--- src/sv/fsc_pkg.sv ---
package fsc_pkg;

  localparam int SAMPLE_POINTS = 80;
  localparam int HALF = SAMPLE_POINTS / 2;
  localparam int GRADE_W = 17;
  localparam int DIST_W = 17;
  localparam logic [GRADE_W-1:0] GRADE_ONE = 17'h10000;
  localparam logic [DIST_W-1:0] SPAN_RESET = 17'd5000;
  localparam int GROUP = 8;
  localparam int NGROUP = (SAMPLE_POINTS + GROUP - 1) / GROUP;
  localparam int SUM_W = $clog2(SAMPLE_POINTS) + GRADE_W;
  localparam int Q_W = $clog2(HALF + 1);
  localparam int MAG_W = SUM_W + Q_W;
  localparam int WSUM_W = MAG_W + 1;
  localparam int WT_W = Q_W + 1;
  localparam int DIV_STEPS = 16;

  typedef struct packed {
    logic [DIST_W-1:0] left_distance;
    logic [DIST_W-1:0] middle_distance;
    logic [DIST_W-1:0] right_distance;
  } in_item_t;

  typedef struct packed {
    logic signed [6:0] steering;
    logic              no_rule_fired;
  } out_item_t;

  function automatic logic [GRADE_W-1:0] shape_pt(int num);
    return GRADE_W'((longint'(num) * 65536) / HALF);
  endfunction

  function automatic logic [GRADE_W-1:0] min2(logic [GRADE_W-1:0] a, logic [GRADE_W-1:0] b);
    return (a < b) ? a : b;
  endfunction

endpackage

--- src/sv/fsc_grade.sv ---
module fsc_grade (
  input  logic                       clk,
  input  logic                       rst_n,
  input  logic                       vld_in,
  input  logic [fsc_pkg::DIST_W-1:0] distance,
  input  logic [fsc_pkg::DIST_W-1:0] span,
  output logic                       vld_out,
  output logic [fsc_pkg::GRADE_W-1:0] grade
);
  import fsc_pkg::*;

  logic              v_r   [0:DIV_STEPS];
  logic              z_r   [0:DIV_STEPS];
  logic              s_r   [0:DIV_STEPS];
  logic [DIST_W-1:0] rem_r [0:DIV_STEPS];
  logic [15:0]       q_r   [0:DIV_STEPS];

  always_ff @(posedge clk) begin
    if (!rst_n) begin
      v_r[0] <= 1'b0;
    end else begin
      v_r[0] <= vld_in;
    end
    z_r[0]   <= (distance == '0);
    s_r[0]   <= (distance >= span);
    rem_r[0] <= distance;
    q_r[0]   <= '0;
  end

  for (genvar s = 1; s <= DIV_STEPS; s++) begin : g_step
    logic [DIST_W:0]   rem2;
    logic              ge;
    logic [DIST_W-1:0] rem_nxt;
    always_comb begin
      rem2    = {rem_r[s-1], 1'b0};
      ge      = rem2 >= {1'b0, span};
      rem_nxt = ge ? DIST_W'(rem2 - {1'b0, span}) : DIST_W'(rem2);
    end
    always_ff @(posedge clk) begin
      if (!rst_n) begin
        v_r[s] <= 1'b0;
      end else begin
        v_r[s] <= v_r[s-1];
      end
      z_r[s]   <= z_r[s-1];
      s_r[s]   <= s_r[s-1];
      rem_r[s] <= rem_nxt;
      q_r[s]   <= {q_r[s-1][14:0], ge};
    end
  end

  assign vld_out = v_r[DIV_STEPS];
  assign grade = z_r[DIV_STEPS] ? '0 :
                 s_r[DIV_STEPS] ? GRADE_ONE : {1'b0, q_r[DIV_STEPS]};

endmodule

--- config.mk ---
export PLATFORM = sky130hd
export DESIGN_NAME = fsc_grade
export DESIGN_NICKNAME = d
export VERILOG_FILES = /design/src/sv/fsc_pkg.sv /design/src/sv/fsc_grade.sv
export SDC_FILE = /design/constraint.sdc
export NUM_CORES = 1
export LEC_CHECK = 0
export ABC_AREA = 1
export BUFFER_PORTS_ARGS = -buffer_cell sky130_fd_sc_hd__buf_2
export CORE_MARGIN = 4
export CORE_UTILIZATION = 41
export CTS_CLUSTER_DIAMETER = 200
export DETAILED_ROUTE_END_ITERATION = 10
export PLACE_DENSITY = 0.69
export REMOVE_ABC_BUFFERS = 1
export SYNTH_ARGS = -nofsm -noshare
export SYNTH_HDL_FRONTEND = slang
export SYNTH_SLANG_ARGS = --single-unit
--- constraint.sdc ---
create_clock -name clk -period 2.1 [get_ports clk]
set_input_delay 0.21 -clock clk [delete_from_list [all_inputs] [get_ports clk]]
set_output_delay 0.21 -clock clk [all_outputs]
set_load 0.01 [all_outputs]
======== After elaboration in Yosys (flattened, before gate mapping) ========
Memory sizes are Yosys's and may differ from the RTL's.
Index checks and enable logic that the tools add are counted.
storage, ports and cells
  memory bits (writable) .................. 612
  register bits after elaboration ......... 0
  word-level logic and storage cells ...... 93
  bits of input ports ..................... 37
  memories kept ........................... 5
memory list
  memory  depth  width  read ports  clocked after Yosys merged registers in  write ports  line             RTL
  rem_r   17     17     16          0                                        17           fsc_grade.sv:15  logic [DIST_W-1:0] rem_r [0:DIV_STEPS];
  q_r     17     16     17          0                                        17           fsc_grade.sv:16  logic [15:0] q_r [0:DIV_STEPS];
  s_r     17     1      17          0                                        17           fsc_grade.sv:14  logic s_r [0:DIV_STEPS];
  v_r     17     1      17          0                                        17           fsc_grade.sv:12  logic v_r [0:DIV_STEPS];
  z_r     17     1      17          0                                        17           fsc_grade.sv:13  logic z_r [0:DIV_STEPS];
cells by class
  reductions and logical operators ........ 1
  muxes and demuxes ....................... 37
  bitwise gates (word level) .............. 17
  $add $sub $neg .......................... 16
  magnitude comparators ................... 17
operators with widths
  operator                                      count
  2-to-1 mux 17 bit                             18
  greater-or-equal comparator 18 x 17 -> 1 bit  16
  subtractor 17 bit                             16
  2-to-1 mux 1 bit                              19
  greater-or-equal comparator 17 bit            1
  logical NOT 17 bit                            1
  bitwise OR 1 bit                              17

======== Logic depth before layout (Yosys ltp) ========
An unclocked memory read counts as a cell.
  depth in word-level cells ............... 3
  mapped depth ............................ 14
  gate-level depth less buffers ........... 13

======== Least setup slack after synthesis ========
No wires, ideal clock.
  kind .................................... input to register
  start point ............................. input span[0] (netlist name)
  end point ............................... memory rem_r[9][13] (netlist: rem_r[0][166])
  setup slack ............................. -0.166 ns
  stages on the path ...................... 12
  library setup time ...................... 0.113 ns
  arrival time ............................ 2.153 ns
  path through ............................ clkinv_1 buf_2 buf_1 ha_1 nand3_1 nor2_1 nand2_1 o21ai_2 nor2_4 buf_2 nand3_1 nand2_1
RTL lines
  item                line             RTL
  start: declaration  fsc_grade.sv:6   input logic [fsc_pkg::DIST_W-1:0] span,
  end: declaration    fsc_grade.sv:15

==> results_dict.tcl <==
set metrics [dict create \
    synth_simple_gate_area_share 0.402 \
    syn_to_final_growth_pct 18.8 \
    synthCells 4620 \
    required_ps 1890 \
    grt_usage 0.214 \
    powerDensity_nw_per_um2 1600 \
    syn-cell-area_sq_um 29900 \
    io_pins 55 \
    muxShareOfSynthArea 0 \
    max_freq_mhz 514 \
    finalHoldViolations 0 \
    p_leak_nw 20.4 \
    die_area_sq_um 77400 \
    cts_setup_buffers 0 \
    synth-adder-area-share 0.130 \
    globalRouteOverflowTotal 0 \
    cts_buffers 52 \
    ys_seq_elements 459 \
    setup_tns_ps 0 \
    dp_hpwl_mm 64.9 \
    cts_tree "done" \
    synth-edff-count 0 \
    tightest_slew_ps 337 \
    hp-class "in -> reg" \
    clkTransAtPathRegs_ps 60 \
    htree_levels 2 \
    synthDistinctLibCells 36 \
    seq_area_frac_synth 0.307 \
    antenna_found_initial 1 \
    holdWs_ps 143 \
    synth-xor-area-share 0.0272 \
    fin_skew_ps 27.2 \
    yosys_warnings 0 \
    syn_avg_cell_area_sq_um 6.48 \
    synthTopCellsByArea "dfxtp_1 (31%), nand2_1 (24%), ha_1 (12%)" \
    worst_setup_path_end_kind "output pin" \
    grt_pass1_vias 27000 \
    core_area_sq_um 72000 \
    synth_ff_type "dfxtp_1" \
    ant_nets 0 \
    critPathKind "reg -> out" \
    wire_per_inst_um 14.1 \
    status "completed" \
    critPathLaunchType "register" \
    via_per_inst 4.73 \
    wirelength_mm 84.3 \
    initial_core_util 0.416 \
    vdd_ir_drop_max_uv 844 \
    cts_sinks 459 \
    synth-compound-area-share 0.0290 \
    yosysTopAreaCell "dfxtp_1" \
    place_congestion 0.915 \
    drt-pass1-iter-count 5 \
    clk_latency_ps 630 \
    setup_viol 0 \
    cp.arrival_ps 1740 \
    drt_iter0_markers 1650 \
    yosysTopAreaCellShare 0.307 \
    slew_viol_final 0 \
    rsz0062_at_grt "false" \
    finalCritPeriodShare 0.927 \
    grt_max_degree 24 \
    num-nets-final 5328 \
    n_antenna_cell 0 \
    port_buffers 54 \
    rows 98 \
    synthArstFlopShare 0 \
    ctsLongestPathBuffers 3 \
    maxCapViolCount 0 \
    finalCriticalPeriod_ps 1950 \
    route.vias.total 28300 \
    drc 0 \
    synth_top_family_by_area "simple AND/OR/NAND/NOR gates" \
    grt_pass1_wl_mm 136 \
    drive_gt1_frac 0.115 \
    max_slew_margin 0.774 \
    die_h_um 278 \
    clockRootBuffer "clkbuf_16" \
    crit_fanout 16 \
    die_x_um 278 \
]
synthesized netlist by cell type (26+ instances only):
cell type,instances
or2_2,37
xor2_1,65
and2_1,26
ha_1,288
nand3_1,280
buf_6,27
nand4_1,38
dfxtp_1,459
nand3b_1,82
inv_1,705
a21oi_1,141
xnor2_1,28
nor2_1,267
nand2_2,34
nand2_1,1950
nor3_1,33
what timing repair did:
| action | in CTS | in global routing |
|---|---|---|
| hold buffers | 20 | 0 |
| resized for setup | 0 | 0 |
| endpoints found under the hold margin | 35 | 0 |
sequential cells by signal (all words and copies together) (netlist names):
name   cells
rem_r    272
q_r      136
z_r       17
v_r       17
s_r       17
worst max-delay path: stages, from the launching register on:
cell      delay [ps]
dfxtp_1          300
clkinv_1          50
buf_4            250
nand2_1           80
nor2_1           240
buf_2            200
logic make-up after synthesis:
logic type | Yosys count
xor+xnor | 93
buf+inv | 767
compound gates | 169
flops | 459
fa+ha+maj | 303
simple gates | 2829
per-stage QoR:
step                power, mW  std cells  instance area (sq um)  setup WS (ps)   util
detailed placement       47.0       5864                  33600          -80.1  0.466
floorplan                36.4       4577                  29500           -357      -
CTS                      56.9       5979                  35500           85.2  0.494
global route             62.3       5979                  35500           17.8  0.494
finish                   56.7       5979                  35500            154  0.494
global placement         46.5       5864                  33600          -86.6  0.466
final timing paths:
path                        start                  endpoint  slack [ps]  cells after the start
max             s_r[1][0]$_DFF_P_                 grade[15]         150                      5
min                       span[0]  rem_r[0][221]$_SDFF_PN0_         140                      4
max reg2reg  rem_r[0][82]$_DFF_P_     rem_r[0][101]$_DFF_P_         210                     10
min reg2reg    q_r[0][49]$_DFF_P_        q_r[0][66]$_DFF_P_         310                      0
where the power goes:
part | switching [mW] | leakage (nW) | internal [mW]
Sequential | 2.31 | 3.85 | 12.6
Clock | 3.99 | 0.861 | 5.45
Combinational | 19.4 | 15.7 | 12.9
Total | 25.7 | 20.4 | 31.0
routing by layer:
layer	wire, um	track usage	up-vias
met5	12	0	-
met4	2710	0.0690	2
met3	4300	0.0285	157
met2	39000	0.372	585
met1	38300	0.276	12600
li1	-	-	14900
cell type report:
| type | count | area, sq um |
|---|---|---|
| Multi-Input combinational cell | 3394 | 17600 |
| Tap cell | 950 | 1190 |
| Fill cell | 7208 | 36400 |
| Inverter | 724 | 2740 |
| Sequential cell | 459 | 9190 |
| Timing Repair Buffer | 357 | 3020 |
| Clock inverter | 30 | 392 |
| Clock buffer | 65 | 1400 |
layout by cell type (no fill, tap or decap), types with 13 or more instances in the layout:
cell           synthesis  routed
nand4_1               38      38
o21ai_0               20      20
ha_1                 288     288
dlygate4sd3_1          0      20
buf_2                  8      54
or2_2                 37      37
nand2_4               17      17
xnor2_1               28      28
and2_1                26      26
nand3b_1              82      82
nor2_2                24      24
dfxtp_1              459     459
nand3_1              280     280
xor2_1                65      65
buf_4                  2     249
nand2_2               34      34
nor3_1                33      33
nand3_2               19      19
nor2_1               267     267
nand2_1             1950    1950
inv_1                705     705
clkbuf_16              0      52
or2_1                 13      13
buf_12                 0      34
a21oi_1              141     141
fa_1                  15      15
(Power assumes the default switching activity.)
