<file path="config.mk">
export PLATFORM = sky130hd
export DESIGN_NAME = fsc_cdiv
export DESIGN_NICKNAME = d
export VERILOG_FILES = /design/src/sv/fsc_pkg.sv /design/src/sv/fsc_cdiv.sv
export SDC_FILE = /design/constraint.sdc
export NUM_CORES = 1
export LEC_CHECK = 0
export ABC_AREA = 1
export BUFFER_PORTS_ARGS = -buffer_cell sky130_fd_sc_hd__buf_2
export CORE_AREA = 2 2 171 173
export CTS_BUF_LIST = sky130_fd_sc_hd__clkbuf_16
export DETAILED_ROUTE_END_ITERATION = 8
export DIE_AREA = 0 0 173 175
export PLACE_DENSITY = 0.85
export RECOVER_POWER = 50
export SLEW_MARGIN = 15
export SYNTH_ARGS = -nofsm -noshare
export SYNTH_HDL_FRONTEND = slang
export SYNTH_SLANG_ARGS = --single-unit
</file>
<file path="constraint.sdc">
create_clock -name clk -period 4.5 [get_ports clk]
set_input_delay 0 -clock clk [delete_from_list [all_inputs] [get_ports clk]]
set_output_delay 0 -clock clk [all_outputs]
set_load 0.02 [all_outputs]
</file>
<file path="src/sv/fsc_pkg.sv">
package fsc_pkg;

  localparam int SAMPLE_POINTS = 80;
  localparam int HALF = SAMPLE_POINTS / 2;
  localparam int GRADE_W = 17;
  localparam int DIST_W = 17;
  localparam logic [GRADE_W-1:0] GRADE_ONE = 17'h10000;
  localparam logic [DIST_W-1:0] SPAN_RESET = 17'd5000;
  localparam int GROUP = 8;
  localparam int NGROUP = (SAMPLE_POINTS + GROUP - 1) / GROUP;
  localparam int SUM_W = $clog2(SAMPLE_POINTS) + GRADE_W;
  localparam int Q_W = $clog2(HALF + 1);
  localparam int MAG_W = SUM_W + Q_W;
  localparam int WSUM_W = MAG_W + 1;
  localparam int WT_W = Q_W + 1;
  localparam int DIV_STEPS = 16;

  typedef struct packed {
    logic [DIST_W-1:0] left_distance;
    logic [DIST_W-1:0] middle_distance;
    logic [DIST_W-1:0] right_distance;
  } in_item_t;

  typedef struct packed {
    logic signed [6:0] steering;
    logic              no_rule_fired;
  } out_item_t;

  function automatic logic [GRADE_W-1:0] shape_pt(int num);
    return GRADE_W'((longint'(num) * 65536) / HALF);
  endfunction

  function automatic logic [GRADE_W-1:0] min2(logic [GRADE_W-1:0] a, logic [GRADE_W-1:0] b);
    return (a < b) ? a : b;
  endfunction

endpackage

</file>
<file path="src/sv/fsc_cdiv.sv">
module fsc_cdiv (
  input  logic                      clk,
  input  logic                      rst_n,
  input  logic                      vld_in,
  input  logic [fsc_pkg::MAG_W-1:0] mag,
  input  logic [fsc_pkg::SUM_W-1:0] den,
  input  logic                      neg_in,
  input  logic                      nf_in,
  output logic                      vld_out,
  output logic [fsc_pkg::Q_W-1:0]   quo,
  output logic                      neg_out,
  output logic                      nf_out
);
  import fsc_pkg::*;

  logic             v_r   [0:Q_W];
  logic             n_r   [0:Q_W];
  logic             f_r   [0:Q_W];
  logic [MAG_W-1:0] rem_r [0:Q_W];
  logic [SUM_W-1:0] den_r [0:Q_W];
  logic [Q_W-1:0]   q_r   [0:Q_W];

  always_comb begin
    v_r[0]   = vld_in;
    n_r[0]   = neg_in;
    f_r[0]   = nf_in;
    rem_r[0] = mag;
    den_r[0] = den;
    q_r[0]   = '0;
  end

  for (genvar j = 0; j < Q_W; j++) begin : g_step
    logic [MAG_W-1:0] dsh;
    logic             ge;
    always_comb begin
      dsh = MAG_W'(den_r[j]) << (Q_W - 1 - j);
      ge  = rem_r[j] >= dsh;
    end
    always_ff @(posedge clk) begin
      if (!rst_n) begin
        v_r[j+1] <= 1'b0;
      end else begin
        v_r[j+1] <= v_r[j];
      end
      n_r[j+1]   <= n_r[j];
      f_r[j+1]   <= f_r[j];
      den_r[j+1] <= den_r[j];
      rem_r[j+1] <= ge ? rem_r[j] - dsh : rem_r[j];
      q_r[j+1]   <= ge ? (q_r[j] | (Q_W'(1) << (Q_W - 1 - j))) : q_r[j];
    end
  end

  assign vld_out = v_r[Q_W];
  assign quo     = q_r[Q_W];
  assign neg_out = n_r[Q_W];
  assign nf_out  = f_r[Q_W];

endmodule
</file>
* Yosys cells after proc, flatten, opt, wreduce, memory -nomap -nowiden
Index checks and enable logic that the tools add are counted.
** Word-level totals
- Flip-flop bits (word level) :: 324
- Input port bits :: 59
- Logic and storage cells :: 56
** Cells by class
- Add/subtract/negate cells :: 5
- Magnitude comparators :: 6
- Mux-type cells :: 6
** Operators with widths (number)
- 2-to-1 mux 30 bit :: 5
- >= comparator 30 x 24 -> 1 bit :: 1
- >= comparator 30 x 25 -> 1 bit :: 1
- >= comparator 30 x 26 -> 1 bit :: 1
- >= comparator 30 x 27 -> 1 bit :: 1
- >= comparator 30 x 28 -> 1 bit :: 1
- >= comparator 30 x 29 -> 1 bit :: 1
- subtractor 30 x 25 -> 30 bit :: 1
- subtractor 30 x 26 -> 30 bit :: 1
- subtractor 30 x 27 -> 30 bit :: 1
- subtractor 30 x 28 -> 30 bit :: 1
- subtractor 30 x 29 -> 30 bit :: 1
- 2-to-1 mux 6 bit :: 1

* Depth between registers and ports, before layout
Gate-level depths: netlist of run 1.
- Word-level depth :: 2
- Gate-level depth with buffers :: 16
- Gate-level depth less buffers :: 15

* Worst setup path after synthesis of run 1
OpenSTA, ideal clock, no wires.
- Kind :: register -> register
- Start point :: register rem_r[92] in the netlist's numbering
- End point :: register rem_r[83] in the netlist's numbering
- Library setup time :: 0.113 ns
- Data arrival time :: 1.852 ns
- Required time :: 4.387 ns
- Slack :: 2.534 ns
- Stages on the path, launching flop included :: 14
- Path buffers :: 1
- Cell sequence :: dfxtp_1 -> inv_1 -> ha_1 -> inv_1 -> fa_1 -> nand3_1 -> nand3_1 -> nand3_1 -> nand3_2 -> nand2_1 -> nand3_4 -> buf_4 -> nand3_1 -> nand2_1
** On the way
- Longest elaborated chain between the ends :: 2
- Elaborated cells between the ends (all ways) :: 3
- Those cells by class :: 1 x add/sub; 1 x order compare; 1 x mux
** RTL lines
- start, declared :: RTL line fsc_cdiv.sv:19 : logic [MAG_W-1:0] rem_r [0:Q_W];
- start signal, assigned by index :: RTL line fsc_cdiv.sv:48 : rem_r[j+1] <= ge ? rem_r[j] - dsh : rem_r[j];
- subtractor 30 x 26 -> 30 bit or >= comparator 30 x 26 -> 1 bit (tied branches) :: RTL line fsc_cdiv.sv:48, fsc_cdiv.sv:37
- 2-to-1 mux 30 bit (*) :: RTL line fsc_cdiv.sv:48
Every way passes the cells marked *; elsewhere a longest branch is shown, timed or not.
A chain may end at the register's enable or synchronous reset.

* Worst setup path after layout of run 1
- Start point :: register rem_r[154] in the netlist's numbering
- End point :: register rem_r[126] in the netlist's numbering
** On the way
- Longest elaborated chain between the ends :: 2
- Elaborated cells between the ends (all ways) :: 3
- Those cells by class :: 1 x add/sub; 1 x order compare; 1 x mux
** RTL lines (RTL line)
- subtractor 30 x 28 -> 30 bit or >= comparator 30 x 28 -> 1 bit (tied branches) :: fsc_cdiv.sv:48, fsc_cdiv.sv:37
- 2-to-1 mux 30 bit (*) :: fsc_cdiv.sv:48
Marks and branches as above.

==> results of run 1 <==
[cells by family after synthesis]
kind of cell	after synthesis	share of synthesized area [%]
buffers and inverters	680	14.1
AO/OA/AOI/OAI	115	3.45
XOR/XNOR	66	3.03
AND/OR/NAND/NOR	1698	37.0
flip-flops	309	32.4
adder cells (fa/ha/maj)	149	9.98
[cell usage in the layout, fill, tap and decap left out, types with 31 or more instances in the layout]
cell and n:
clkbuf_16 31, xor2_1 54, nand4_1 60, dlygate4sd3_1 59, inv_1 646, nand3_1 146, nand2_1 1236, a21oi_1 72
nor2_1 162, ha_1 144, dfxtp_1 309, buf_2 39
[power by group]
group	internal, mW	switching, mW	total, mW
combinational	2.28	4.51	6.80
sequential	3.47	0.454	3.92
clock	1.61	1.13	2.74
total	7.36	6.09	13.5
[how the worst max path moves through the flow]
stage | slack, ns | from | endpoint
global route | 1.35 | rem_r[154] | rem_r[142]
floorplan | 2.53 | rem_r[92] | rem_r[83]
detailed placement | 1.67 | rem_r[154] | rem_r[142]
finish | 1.48 | rem_r[154] | rem_r[126]
global placement | 1.75 | rem_r[154] | rem_r[147]
CTS | 1.66 | rem_r[154] | rem_r[142]
[metal layers]
| metal | track usage [%] | part of all wire (%) | vias up |
|---|---|---|---|
| li1 | - | - | 9329 |
| met1 | 38.0 | 35 | 8454 |
| met2 | 74.2 | 50 | 908 |
| met3 | 4.50 | 5.9 | 329 |
| met4 | 29.5 | 9.1 | 0 |
| met5 | 0 | 0 | - |
[final cells by class]
| type | count | area (sq um) | area share [%] |
|---|---|---|---|
| Clock inverter | 27 | 308 | 1.45 |
| Sequential cell | 309 | 6190 | 29.1 |
| Tap cell | 384 | 480 | 2.26 |
| Timing Repair Buffer | 127 | 898 | 4.22 |
| Clock buffer | 31 | 776 | 3.65 |
| Antenna cell | 1 | 2.50 | 0.0118 |
| Multi-Input combinational cell | 2028 | 10200 | 47.9 |
| Inverter | 648 | 2440 | 11.5 |
[metrics by stage]
stage,instances,setup slack [ns],power [mW],hold WS (ns)
global placement,3437,1.75,10.2,0.104
global route,3555,1.35,14.4,0.0854
detailed placement,3437,1.67,10.4,0.107
finish,3555,1.48,13.5,0.0802
CTS,3554,1.66,13.3,0.0648
floorplan,3017,2.53,8.78,0.0277
[flip-flops by register name (all words and copies together) (netlist names)]
| register | count |
|---|---|
| rem_r | 150 |
| den_r | 120 |
| q_r | 15 |
| quo | 6 |
| f_r | 5 |
| n_r | 5 |
| v_r | 5 |
| neg_out | 1 |
| nf_out | 1 |
| vld_out | 1 |
==> summary.txt, run 1 <==
Synthesis
  – Number of synthesized flops with an enable pin: 0
  – Yosys Warn Count: 0
  – Dominant synthesized flop cell: dfxtp_1
  – Library cells used by synthesis: 41
  – Share of the yosys chip area belonging to registers: 32.4%
  – Mapped Cells: 3017
  – Post-synth top area share: 32.4%
  – Most instantiated library cell after synthesis: nand2_1
  – Syn_nets: 3225
  – Commonest cells post-synth: nand2_1, inv_1, dfxtp_1
  – Ranking of synthesized cells by area: dfxtp_1, nand2_1, inv_1
  – Async S/R FF share, synth: 0%
  – Post-Syn Area: 0.0191 sq mm
  – Synth Register Bits: 309
  – Syn Area/Cell: 6.32 sq um
  – Post-synth top area cell: dfxtp_1

Setup path
  – CP dominant cell by count: nand2_1
  – CP max FO: 27
  – Slowest cell on crit path: inv_2
  – CP cell instances: inv_1, ha_1, inv_1, fa_1, nand3_1, nand3b_1, nand2_1, nand3_2, inv_2, nand2_1, nand2_1
  – Reg-to-reg setup timing slack: about 1.5 ns
  – WS Path Type: flop to flop
  – CP Capture Type: flop
  – CP max stage delay: 0.61 ns
  – Worst reg2reg path depth: 11
  – CP delay by family, top: simple AND/OR/NAND/NOR gates
  – Crit path DAT: ~3.5 ns
  – Critical Path Stages: 11
  – FF-to-FF End: rem_r[126]
  – Crit start category: flop
  – Worst path required time: 5.01 ns
  – WP buf/inv: 3
  – Worst reg2reg startpoint: rem_r[154]

Clocking
  – Clock-pin slew of the registers on the worst-case setup and hold paths: approximately 0.07 ns
  – CTS tree: done
  – Inserted Clock Buffers: 31
  – CTS sink count: roughly 310
  – H-tree lvl count: 1
  – Clk_lat worst skew: ~0.57 ns
  – Clk buf depth: 3
  – CTS Hold Buffers Added: 59
  – Root buffer cell: clkbuf_16
  – Post-CTS setup repair buffer count: 0
  – CTS resizes: 0

STA
  – Fin. Hold Viols: 0
  – Clock Skews: 0.0141 ns
  – Final number of max-transition violations: 0
  – Final Critical Period: 3.02 ns
  – Slew @ Worst Pin: 0.877 ns
  – Setup TNS: 0 ns
  – Fmax: 0.331 GHz
  – Relative slew slack: 41.1%
  – Final setup viols: 0
  – Unrepaired setup endpoints after global routing: no
  – Period Utilization, post-route: 67.1%

Route
  – Wirelength per Cell: 16.6 microns
  – DRT Pass-1 Iters: 8
  – Via density: approximately 5.4
  – Via count: roughly 19000
  – DRT iter0 DRCs: 1531
  – DRC Markers: 0
  – Detail Route Antenna Nets: 0
  – Final WL: 59.0 mm

Cells and area
  – Share of cells above drive strength 1: 4.70%
  – Synth-to-Final Area Change: 11.6%
  – Layout Nets: 3353
  – Finished Cell Area: 0.0213 sq mm
  – Filler cell count: 2360
  – Final design utilization: 74.9%

Placed design
  – Routability cong.: 1.08
  – Dpl hpwl: 45.4 mm
  – Placed cell area: slightly below 0.02 sq mm
  – IO buf count: 67

Floorplanning
  – Core Area: 0.0284 sq mm
  – Initial Utilization: 67.1%
  – Die Span Y: 175 microns
  – Die ar.: between 0.03 and 0.04 sq mm
  – Die Width: 173 microns
  – # IOs: 68
  – Row Count: 62

Power
  – PD cells: around 630 mW/mm^2
  – LEAKAGE: 12.5 nW
  – VDD IR max: 0.377 mV

GRT
  – Largest net degree at the start of global routing: 39
  – Vias in the first global route: 19121
  – GRT overflow: 0
  – First-pass GRT wire length: between 90 and 100 mm
  – Initial antenna violation count: 1
  – Total track usage: between 30% and 40%

Worst hold path
  – Worst hold start: neg_in
  – Hold Path Depth: 2
  – Min-Delay Path Class: input pin to flop
  – Hold Path Sink: n_r[5]

Status
  – Outcome: finished clean

Job
  – Maxcap violations: 0
Power figures use the tool's default switching activity.
==> run 2: changes to the inputs <==
- CORE_AREA: 2 2 171 173 -> 2 2 186 188
- DIE_AREA: 0 0 173 175 -> 0 0 188 190
- PLACE_DENSITY: 0.85 -> 0.77
- clock period: 4.5 -> 2.55 ns (I/O delays scaled with it)
==> run 2 against run 1 <==
  * Largest cell class unchanged
  * Global-route usage fell by 5.3 points
  * Die area rose by 18%
  * Clock power rose by 82%
  * Worst setup slack got worse by 1.3 ns
  * Worst hold slack improved by 0.027 ns
  * Clock skew rose by 0.0091 ns
  * Sequential power rose by 76%
  * Clock-buffer cell count rose by 4
  * Non-clock buffer count rose by 47
  * Register-to-register slack got worse by 1.3 ns
  * Sequential share of layout area fell by 0.73 points
==> summary.txt, run 2 (synthesis gave the netlist of run 1 again) <==
Floorplanning
  – Die ar.: 0.0357 sq mm (was 0.0303 sq mm)
  – Die Span Y: 190 microns (was 175 microns)
  – Initial Utilization: 56.2% (was 67.1%)
  – Die Width: 188 microns (was 173 microns)
  – # IOs: 68 (unchanged)
  – Core Area: 0.0339 sq mm (was 0.0284 sq mm)
  – Row Count: 68 (was 62)

GRT
  – Vias in the first global route: 18619 (was 19121)
  – Largest net degree at the start of global routing: 29 (was 39)
  – Total track usage: 33.5% (was 38.7%)
  – First-pass GRT wire length: 93.2 mm (was 93.6 mm)
  – GRT overflow: 0 (unchanged)
  – Initial antenna violation count: 2 (was 1)

STA
  – Fin. Hold Viols: 0 (unchanged)
  – Clock Skews: 0.0232 ns (was 0.0141 ns)
  – Relative slew slack: 52.8% (was 41.1%)
  – Hold Worst Slack: 0.107 ns (was 0.0802 ns)
  – Slew @ Worst Pin: 0.701 ns (was 0.877 ns)
  – Final Critical Period: 2.38 ns (was 3.02 ns)
  – Final setup margin: 0.171 ns (was 1.48 ns)
  – Fmax: 0.420 GHz (was 0.331 GHz)
  – Setup TNS: 0 ns (unchanged)
  – Period Utilization, post-route: 93.3% (was 67.1%)
  – Final setup viols: 0 (unchanged)
  – Final number of max-transition violations: 0 (unchanged)
  – Unrepaired setup endpoints after global routing: no (unchanged)

Cells and area
  – Top flop regs: rem_r (150), den_r (120), q_r (15) (unchanged)
  – Largest register FFs: 150 (unchanged)
  – Finished Cell Area: 0.0218 sq mm (was 0.0213 sq mm)
  – Filler cell count: 3104 (was 2360)
  – Most frequent cells in the layout: nand2_1, inv_1, dfxtp_1, nor2_1, nand3_1 (unchanged)
  – Layout Nets: 3404 (was 3353)
  – Commonest non-fill, non-tap cell in the layout: nand2_1 (unchanged)
  – Post-route insts no fill: 3679 (was 3555)
  – Synth-to-Final Area Change: 14.5% (was 11.6%)
  – Top reg by flops: rem_r (unchanged)
  – Share of cells above drive strength 1: 6.27% (was 4.70%)

Clocking
  – CTS sink count: 309 (unchanged)
  – Root buffer cell: clkbuf_16 (unchanged)
  – H-tree lvl count: 2 (was 1)
  – Clock-pin slew of the registers on the worst-case setup and hold paths: 0.06 ns (was 0.07 ns)
  – Post-CTS setup repair buffer count: 0 (unchanged)
  – Clk_lat worst skew: 0.55 ns (was 0.57 ns)
  – Clk buf depth: 3 (unchanged)
  – Inserted Clock Buffers: 35 (was 31)
  – CTS tree: done (unchanged)

Route
  – DRC Markers: 0 (unchanged)
  – Final WL: 59.0 mm (about the same)
  – Wirelength per Cell: 16.0 microns (was 16.6 microns)
  – Via density: 5.03 (was 5.35)
  – DRT Pass-1 Iters: 5 (was 8)
  – Via count: 18500 (was 19020)
  – DRT iter0 DRCs: 1108 (was 1531)
  – Detail Route Antenna Nets: 0 (unchanged)

Setup path
  – Crit path DAT: 2.82 ns (was 3.53 ns)
  – FF-to-FF End: rem_r[31] (was rem_r[126])
  – CP cell instances: inv_1, ha_1, a21oi_1, nor2_1, nor3_1, nand2_1, nor2_4, nand2_8, buf_4, o21ai_0 (was inv_1, ha_1, inv_1, fa_1, nand3_1, nand3b_1, nand2_1, nand3_2, inv_2, nand2_1, nand2_1)
  – Worst reg2reg startpoint: den_r[70] (was rem_r[154])
  – Crit start category: flop (unchanged)
  – WS Path Type: flop to flop (unchanged)
  – CP Capture Type: flop (unchanged)
  – CP max FO: 13 (was 27)
  – CP max stage delay: 0.33 ns (was 0.61 ns)
  – Worst path required time: 2.99 ns (was 5.01 ns)
  – Slowest cell on crit path: dfxtp_1 (was inv_2)
  – Reg-to-reg setup timing slack: 0.17 ns (was 1.48 ns)
  – Worst reg2reg path depth: 10 (was 11)

Power
  – VDD IR max: 0.799 mV (was 0.377 mV)
  – Cell Int Power: 13.2 mW (was 7.36 mW)
  – PD cells: 1100 mW/mm^2 (was 633 mW/mm^2)
  – Switching portion of total power: 45.1% (was 45.3%)
  – Combinational fraction of design power: 50.6% (was 50.5%)
  – Clock share of power: 20.7% (was 20.3%)
  – LEAKAGE: 12.8 nW (was 12.5 nW)
  – Reg power frac: 28.7% (was 29.2%)
  – Switching power: 10.8 mW (was 6.09 mW)

Placed design
  – Pre-CTS WS: 0.115 ns (was 1.67 ns)
  – Routability cong.: 1.01 (was 1.08)
  – Placed cell area: 0.0201 sq mm (was 0.0196 sq mm)
  – IO buf count: 67 (unchanged)
  – Dpl hpwl: 48.2 mm (was 45.4 mm)
  – Placed cells: 3555 (was 3437)

Worst hold path
  – Hold Path Depth: 2 (unchanged)
  – Min-Delay Path Class: input pin to flop (unchanged)
  – Hold Path Sink: rem_r[151] (was n_r[5])
  – Worst hold start: mag[1] (was neg_in)

Job
  – Maxcap violations: 0 (unchanged)

Status
  – Outcome: finished clean (unchanged)
-- run 2: cell count changes in the layout (fill, tap and decap cells not counted), moves of 4 or more --
cell | previous run | this run
inv_6 | 2 | 6
clkinv_2 | 9 | 4
clkinv_4 | 1 | 5
buf_4 | 1 | 46
clkbuf_16 | 31 | 35
bufinv_16 | 6 | 2
-- run 2: worst max-delay path: cells and delay by family, from the launching register on --
kind            cells  cell delay (ns)
compound gates      2             0.49
simple gates        5             0.85
fa+ha+maj           1             0.33
buf+inv             2             0.27
flops               1             0.33
-- run 2: final cells by class --
cell class / instances / area [sq um] / area share, %
clock inverter: 29 / 275 / 1.26
inverter: 648 / 2450 / 11.2
tap: 455 / 569 / 2.61
sequential: 309 / 6190 / 28.3
antenna: 1 / 2.50 / 0.0115
timing repair buffer: 174 / 1280 / 5.85
multi-input combinational: 2028 / 10200 / 46.7
clock buffer: 35 / 876 / 4.01
-- run 2: how the worst max path moves through the flow --
| stage | startpoint | end | cells after the start |
|---|---|---|---|
| after floorplan | rem_r[92] | rem_r[84] | 13 |
| after global placement | den_r[72] | rem_r[85] | 12 |
| after CTS | den_r[72] | rem_r[71] | 12 |
| after detailed placement | den_r[72] | rem_r[85] | 12 |
| after global routing | den_r[72] | rem_r[83] | 12 |
| final | den_r[70] | rem_r[31] | 10 |
-- run 2: timing repair --
item                       4_1_cts  5_1_grt
hold buffers                    59        0
hold endpoints to repair        62        0
resized for setup                0        6
setup endpoints to repair        0       46
-- run 2: routing by layer --
metal | wire length [microns] | global-route usage [%] | part of all wire [%] | vias up
met2 | 30400 | 64.5 | 52 | 581
met3 | 2330 | 4.04 | 3.9 | 226
met1 | 21600 | 32.9 | 37 | 8257
li1 | - | - | - | 9434
met4 | 4640 | 24.5 | 7.9 | 2
met5 | 11 | 0 | 0.019 | -
-- run 2: stage by stage --
step                util [%]  power (mW)
floorplan                  -        15.5
global placement        59.2        18.7
detailed placement      59.2        18.9
CTS                     64.3        24.0
global route            64.3        26.0
finish                  64.3        24.1
-- run 2: power groups by stage --
stage          registers [mW]  clock network, mW  logic, mW
6_report                 6.89               4.98       12.2
2_1_floorplan            6.65                  0       8.84
5_1_grt                  7.00               5.28       13.8
4_1_cts                  6.87               5.07       12.1
3_5_place_dp             6.98                  0       11.9
3_3_place_gp             6.96                  0       11.7
